`src/design/bgc_pkg.sv`:
```
package bgc_pkg;

  // Width of the millisecond time base that elapsed times are taken modulo.
  localparam int TIME_BITS = 32;

  // Widths fixed by the register and field definitions.
  localparam int INTERVAL_W = 16;
  localparam int GESTURE_W  = 2;
  localparam int CFG_ADDR_W = 4;
  localparam int CFG_DATA_W = 32;
  localparam int REG_IDX_W  = 2;

  // Gesture codes.
  localparam logic [GESTURE_W-1:0] GESTURE_NONE   = 2'd0;
  localparam logic [GESTURE_W-1:0] GESTURE_SINGLE = 2'd1;
  localparam logic [GESTURE_W-1:0] GESTURE_DOUBLE = 2'd2;
  localparam logic [GESTURE_W-1:0] GESTURE_LONG   = 2'd3;

  // Register indexes (byte address is four times the index).
  localparam logic [REG_IDX_W-1:0] REG_LONG_PRESS    = 2'd0;
  localparam logic [REG_IDX_W-1:0] REG_DOUBLE_WINDOW = 2'd1;
  localparam logic [REG_IDX_W-1:0] REG_ACTIVE_LOW    = 2'd2;

  // Reset values of the registers.
  localparam logic [INTERVAL_W-1:0] LONG_PRESS_RESET    = 16'd650;
  localparam logic [INTERVAL_W-1:0] DOUBLE_WINDOW_RESET = 16'd300;

  typedef struct packed {
    logic [INTERVAL_W-1:0] long_press_ms;
    logic [INTERVAL_W-1:0] double_window_ms;
    logic                  active_low;
  } bgc_cfg_t;

endpackage

```
`src/design/bgc_core.sv`:
```
module bgc_core
  import bgc_pkg::*;
(
  input  logic                 clk,
  input  logic                 rst_n,
  input  bgc_cfg_t             cfg,
  input  logic                 accept,
  input  logic [TIME_BITS-1:0] now,
  input  logic                 raw_level,
  output logic [GESTURE_W-1:0] gesture
);

  logic                 is_down_r, is_down_nxt;
  logic                 long_reported_r, long_reported_nxt;
  logic [TIME_BITS-1:0] press_time_r, press_time_nxt;
  logic [TIME_BITS-1:0] release_time_r, release_time_nxt;
  logic [1:0]           click_count_r, click_count_nxt;

  logic                 pressed;
  logic [TIME_BITS-1:0] held_time;
  logic [TIME_BITS-1:0] quiet_time;
  logic [TIME_BITS-1:0] long_limit;
  logic [TIME_BITS-1:0] window_limit;

  assign pressed      = cfg.active_low ? ~raw_level : raw_level;
  assign long_limit   = {{(TIME_BITS-INTERVAL_W){1'b0}}, cfg.long_press_ms};
  assign window_limit = {{(TIME_BITS-INTERVAL_W){1'b0}}, cfg.double_window_ms};

  // Elapsed times use the edge-updated timestamps, so they wrap naturally.
  assign held_time  = now - press_time_nxt;
  assign quiet_time = now - release_time_nxt;

  always_comb begin
    is_down_nxt       = is_down_r;
    long_reported_nxt = long_reported_r;
    press_time_nxt    = press_time_r;
    release_time_nxt  = release_time_r;
    click_count_nxt   = click_count_r;
    gesture           = GESTURE_NONE;

    if (pressed && !is_down_r) begin
      is_down_nxt       = 1'b1;
      long_reported_nxt = 1'b0;
      press_time_nxt    = now;
    end else if (!pressed && is_down_r) begin
      is_down_nxt = 1'b0;
      if (!long_reported_r) begin
        if (click_count_r != 2'd3) begin
          click_count_nxt = click_count_r + 2'd1;
        end
        release_time_nxt = now;
      end
    end

    if (is_down_nxt && !long_reported_nxt && (held_time >= long_limit)) begin
      long_reported_nxt = 1'b1;
      click_count_nxt   = 2'd0;
      gesture           = GESTURE_LONG;
    end else if (!is_down_nxt && (click_count_nxt != 2'd0) &&
                 (quiet_time >= window_limit)) begin
      gesture         = (click_count_nxt >= 2'd2) ? GESTURE_DOUBLE : GESTURE_SINGLE;
      click_count_nxt = 2'd0;
    end
  end

  always_ff @(posedge clk) begin
    if (!rst_n) begin
      is_down_r       <= 1'b0;
      long_reported_r <= 1'b0;
      press_time_r    <= '0;
      release_time_r  <= '0;
      click_count_r   <= 2'd0;
    end else if (accept) begin
      is_down_r       <= is_down_nxt;
      long_reported_r <= long_reported_nxt;
      press_time_r    <= press_time_nxt;
      release_time_r  <= release_time_nxt;
      click_count_r   <= click_count_nxt;
    end
  end

endmodule

```
`src/design/button_gesture_classifier.sv`:
```
// Button gesture classifier. Each request on the input channel carries a
// millisecond timestamp and the raw level of one button pin, and yields exactly
// one result request whose gesture is none, single click, double click or long
// press. The pin level is turned into a pressed flag by the active_low register.
// A hold that reaches long_press_ms reports a long press once, and its release
// counts no click. When no new press arrives for double_window_ms after the last
// counted release, the pending clicks are reported as a single click (one) or a
// double click (two or more; the count saturates at three). Elapsed times wrap
// modulo the 32-bit timestamp. The block takes one request per clock cycle
// while in_stall is low: the whole classification is a single pass of edge
// detection plus two wrapping subtract-and-compare paths, updating the state
// registers at the accept edge. A two-entry output buffer (out_* plus a skid
// entry) lets a new request be accepted while a result is still stalled;
// in_stall rises only when both entries hold results. Registers sit on an
// APB-style port at byte addresses 0x0 (long_press_ms), 0x4 (double_window_ms)
// and 0x8 (active_low), and should be written only while the block is idle.
module button_gesture_classifier
  import bgc_pkg::*;
(
  input  logic                  clk,
  input  logic                  rst_n,

  input  logic                  cfg_psel,
  input  logic                  cfg_penable,
  input  logic                  cfg_pwrite,
  input  logic [CFG_ADDR_W-1:0] cfg_paddr,
  input  logic [CFG_DATA_W-1:0] cfg_pwdata,
  output logic [CFG_DATA_W-1:0] cfg_prdata,
  output logic                  cfg_pready,

  input  logic                  in_valid,
  output logic                  in_stall,
  input  logic [31:0]           in_time_ms,
  input  logic                  in_raw_level,

  output logic                  out_valid,
  input  logic                  out_stall,
  output logic [GESTURE_W-1:0]  out_gesture
);

  // Configuration registers.
  bgc_cfg_t               cfg_r;
  logic                   cfg_write;
  logic [REG_IDX_W-1:0]   cfg_idx;

  assign cfg_pready = 1'b1;
  assign cfg_idx    = cfg_paddr[CFG_ADDR_W-1:2];
  assign cfg_write  = cfg_psel && cfg_penable && cfg_pwrite;

  always_ff @(posedge clk) begin
    if (!rst_n) begin
      cfg_r.long_press_ms    <= LONG_PRESS_RESET;
      cfg_r.double_window_ms <= DOUBLE_WINDOW_RESET;
      cfg_r.active_low       <= 1'b0;
    end else if (cfg_write) begin
      case (cfg_idx)
        REG_LONG_PRESS:    cfg_r.long_press_ms    <= cfg_pwdata[INTERVAL_W-1:0];
        REG_DOUBLE_WINDOW: cfg_r.double_window_ms <= cfg_pwdata[INTERVAL_W-1:0];
        REG_ACTIVE_LOW:    cfg_r.active_low       <= cfg_pwdata[0];
        default: ;
      endcase
    end
  end

  // Register reads are combinational; unused addresses read as zero.
  always_comb begin
    case (cfg_idx)
      REG_LONG_PRESS:
        cfg_prdata = {{(CFG_DATA_W-INTERVAL_W){1'b0}}, cfg_r.long_press_ms};
      REG_DOUBLE_WINDOW:
        cfg_prdata = {{(CFG_DATA_W-INTERVAL_W){1'b0}}, cfg_r.double_window_ms};
      REG_ACTIVE_LOW:
        cfg_prdata = {{(CFG_DATA_W-1){1'b0}}, cfg_r.active_low};
      default:
        cfg_prdata = '0;
    endcase
  end

  // Output buffer: a main result register plus a skid entry. The input is
  // stalled only while the skid entry is occupied.
  logic                 out_valid_r;
  logic [GESTURE_W-1:0] out_gesture_r;
  logic                 skid_valid_r;
  logic [GESTURE_W-1:0] skid_gesture_r;
  logic                 in_accept;
  logic                 out_pop;
  logic [GESTURE_W-1:0] gesture;

  assign in_stall    = skid_valid_r;
  assign in_accept   = in_valid && !skid_valid_r;
  assign out_pop     = out_valid_r && !out_stall;
  assign out_valid   = out_valid_r;
  assign out_gesture = out_gesture_r;

  // The 32-bit timestamp is narrowed or zero-extended to the time base width.
  bgc_core u_core (
    .clk       (clk),
    .rst_n     (rst_n),
    .cfg       (cfg_r),
    .accept    (in_accept),
    .now       (TIME_BITS'(in_time_ms)),
    .raw_level (in_raw_level),
    .gesture   (gesture)
  );

  always_ff @(posedge clk) begin
    if (!rst_n) begin
      out_valid_r  <= 1'b0;
      skid_valid_r <= 1'b0;
    end else if (out_pop) begin
      if (skid_valid_r) begin
        out_gesture_r <= skid_gesture_r;
        skid_valid_r  <= 1'b0;
      end else if (in_accept) begin
        out_gesture_r <= gesture;
      end else begin
        out_valid_r <= 1'b0;
      end
    end else if (in_accept) begin
      if (!out_valid_r) begin
        out_valid_r   <= 1'b1;
        out_gesture_r <= gesture;
      end else begin
        skid_valid_r   <= 1'b1;
        skid_gesture_r <= gesture;
      end
    end
  end

endmodule

```
`config.mk`:
```
export PLATFORM = sky130hd
export DESIGN_NAME = button_gesture_classifier
export DESIGN_NICKNAME = d
export VERILOG_FILES = /design/src/design/bgc_pkg.sv /design/src/design/bgc_core.sv /design/src/design/button_gesture_classifier.sv
export SDC_FILE = /design/constraint.sdc
export NUM_CORES = 1
export LEC_CHECK = 0
export ABC_CLOCK_PERIOD_IN_PS = 6700
export BUFFER_PORTS_ARGS = -buffer_cell sky130_fd_sc_hd__buf_4
export CORE_MARGIN = 1
export CORE_UTILIZATION = 60
export CTS_BUF_LIST = sky130_fd_sc_hd__clkbuf_16
export DETAILED_ROUTE_END_ITERATION = 10
export PLACE_DENSITY = 0.93
export SYNTH_ARGS = -nofsm -noshare
export SYNTH_HDL_FRONTEND = slang
export SYNTH_SLANG_ARGS = --single-unit
```
`constraint.sdc`:
```
create_clock -name clk -period 6.7 [get_ports clk]
set_clock_uncertainty 0.15 [all_clocks]
set_input_delay 0.335 -clock clk [delete_from_list [all_inputs] [get_ports clk]]
set_output_delay 0.335 -clock clk [all_outputs]
set_load 0.03 [all_outputs]
```
==> results.json <==
{
  "status": "finished clean",
  "finalWirelength_mm": 26.3,
  "num_rows": 45,
  "diodes": 0,
  "grt_pass1_vias": 8613,
  "antenna_found_initial": 0,
  "num_io_pins": 113,
  "leakage_nw": 4.09,
  "synthDistinctLibCells": 81,
  "period_share_pct": 93.0,
  "synth-main-ff-cell": "dfxtp_1",
  "crit_start": "cfg_r[0]$_SDFFE_PN0P_",
  "yosysTopAreaCell": "dfxtp_1",
  "tns_ns": 0,
  "cp-start-kind": "flip-flop",
  "cts_buffer_depth": 2,
  "fillers": 1159,
  "slowest_delay_ns": 0.47,
  "required_ns": 6.65,
  "finalInstanceArea_mm2": 0.0103,
  "dr.pass1.iters": 6,
  "ys_top_cells_by_area": "dfxtp_1, ha_1, mux2i_1",
  "core-area_mm2": 0.0152,
  "synth_cells": 1234,
  "nNetsFinal": 1444,
  "rsz0062_at_grt": "false",
  "cts.sinks": 107,
  "grt_pass1_wl_mm": 41.7,
  "cp_data_arrival_time_ns": 6.19,
  "ys_seq_area_share_pct": 23.4,
  "dp_hpwl_mm": 19.4,
  "path_class": "flip-flop to flip-flop",
  "vias_per_cell": 6.49,
  "cts-root-buf": "clkbuf_16",
  "portBuffers": 77,
  "synthArstFlopShare_pct": 0,
  "start_util_pct": 61.5,
  "crit_path_end_kind": "flip-flop",
  "num_vias": 9521,
  "fmax_mhz": 160,
  "cts_tree": "done",
  "die_h_um": 127,
  "finalCriticalPeriod_ns": 6.23,
  "setup_viol": 0,
  "p_per_area_mw_per_mm2": 200,
  "ys_ff_latch": 107,
  "clkTransAtPathRegs_ns": 0.09,
  "cts_buffers": 9,
  "drv_slew": 0,
  "cts_hold_buffers": 0,
  "maxCapViolations": 0,
  "drc_errors": 0,
  "drive_gt1_share_pct": 10.3,
  "synthesis.area_mm2": 0.00934,
  "max_slew_margin_pct": 17.8,
  "tightest_slew_ns": 1.23,
  "cts_resized": 0,
  "min_path_type": "input pin to flip-flop",
  "yosysWarnings": 0,
  "grt_max_degree": 54,
  "hold_viol": 0,
  "place_area_mm2": 0.00997,
  "ir_drop_v": 0.000147,
  "timing.rr.start": "cfg_r[0]$_SDFFE_PN0P_",
  "routedWlPerCell_um": 17.9,
  "track_usage_pct": 31.9,
  "drtIter0Drc": 1139,
  "path_delay_family": "compound AO/OA/AOI/OAI gates",
  "post-place-ws_ns": 0.400,
  "crit_buf_inv": 2,
  "die_x_um": 127,
  "die_area_mm2": 0.0161,
  "synth_edf_count": 4,
  "gp_congestion": 0.916,
  "avgSynthCellArea_um2": 7.57,
  "fin_hold_ws_ns": 0.0561,
  "drt.antenna.violating_nets": 0,
  "grt_remaining_overflow": 0,
  "netlist.area_leader.share_pct": 22.1,
  "layout_setup_ws_ns": 0.467,
  "hp-start": "cfg_pwdata[9]",
  "cp_max_fo": 4,
  "area_delta_synth_final_pct": 10.3,
  "worst_path_max_delay_cell": "or4_1",
  "clk_latency_ns": 0.37,
  "h-tree-depth": 3
}
==> power breakdown <==
part / internal, mW / switching (mW) / total, mW / leakage, nW
logic: 0.321 / 0.480 / 0.801 / 3.06
registers: 0.660 / 0.0145 / 0.674 / 0.872
clock network: 0.302 / 0.279 / 0.581 / 0.157
==> final timing paths <==
path         depth (start not counted)  slack (ns)                                      to
min                                  3        0.06                  cfg_r[26]$_SDFFE_PN1P_
max                                 25        0.47                out_gesture[1]$_DFFE_PP_
min reg2reg                          2        0.30  u_core.release_time_r[29]$_SDFFE_PN0P_
max reg2reg                         25        0.47                out_gesture[1]$_DFFE_PP_
==> cell usage in the layout (no fill, tap or decap), types with 17 or more instances in the layout <==
master,n
nand2_1,216
a21oi_1,147
dfxtp_1,103
ha_1,93
buf_4,88
mux2i_1,82
nor2_1,78
inv_1,53
o21ai_0,50
xnor2_1,37
a21o_1,27
nand3_1,19
o211ai_1,17
conb_1,17
==> synthesized netlist by cell type (all sizes together) (3+ instances only) <==
cell	number
a221oi	9
nor2b	13
nand2	216
a31o	4
a21o	27
nor4	5
or2	3
ha	93
a22o	16
xor2	11
a21oi	147
nand3	19
o21bai	6
nor3	20
and4	3
a211oi	9
buf	25
edfxtp	4
o41ai	3
nand2b	15
o21a	11
dfxtp	103
a311oi	3
a32oi	3
nand4	16
o211ai	17
mux2i	82
xnor2	37
o22ai	5
o31ai	8
clkbuf	50
nor2	81
a21boi	5
a31oi	10
o21ai	54
or3	5
a2111oi	7
and3	4
inv	53
==> cell type report <==
type                            count  area, µm²  share of cell area [%]
Inverter                           54        203                    1.97
Multi-Input combinational cell   1013       6700                    65.0
Sequential cell                   107       2180                    21.2
Timing Repair Buffer               88        661                    6.41
Clock inverter                      7       95.1                   0.923
Clock buffer                        9        225                    2.19
Tap cell                          188        235                    2.28
==> metrics by stage <==
step	power, mW	utilization (%)	instances
after global routing	2.15	67.8	1466
after global placement	1.44	65.6	1449
after floorplan	1.26	-	1249
final	2.06	67.8	1466
after detailed placement	1.46	65.6	1449
after CTS	2.03	67.7	1465
==> state kept, by name (all words and copies together), names as in the netlist <==
name                    flops
in_stall                    1
out_valid                   1
u_core.press_time_r        32
skid_gesture_r              2
u_core.release_time_r      32
cfg_r                      33
u_core.click_count_r        2
u_core.is_down_r            1
u_core.long_reported_r      1
out_gesture                 2
==> routing by layer <==
metal,share of wire (%),GRT usage (%),up-vias
met3,8.6,4.26,95
met5,0,0,-
li1,-,-,4473
met1,41,41.2,4454
met2,47,53.5,499
met4,3.5,13.7,0
==> worst min-delay path, delay by kind of cell <==
kind	cells	cell delay, ns
AOI/OAI and AO/OA	1	0.08
buffers and inverters	1	0.08
and+or+nand+nor	1	0.04
==> kinds of logic (layout without fill, tap and decap cells) <==
logic type	Yosys count	in the layout	synth area share [%]
DFF	107	107	23.4
muxes	83	83	8.90
adders and majority gates	95	95	12.9
and+or+nand+nor	411	411	19.5
buffers and inverters	129	158	5.93
other	2	17	0.0804
xor gates and xnor gates	48	48	4.50
AOI/OAI and AO/OA	359	359	24.9
==> what timing repair did <==
action,in CTS,in global routing
setup endpoints to repair,0,4
buffers inserted,0,1
endpoints found under the hold margin,0,0
(Power assumes the default switching activity.)
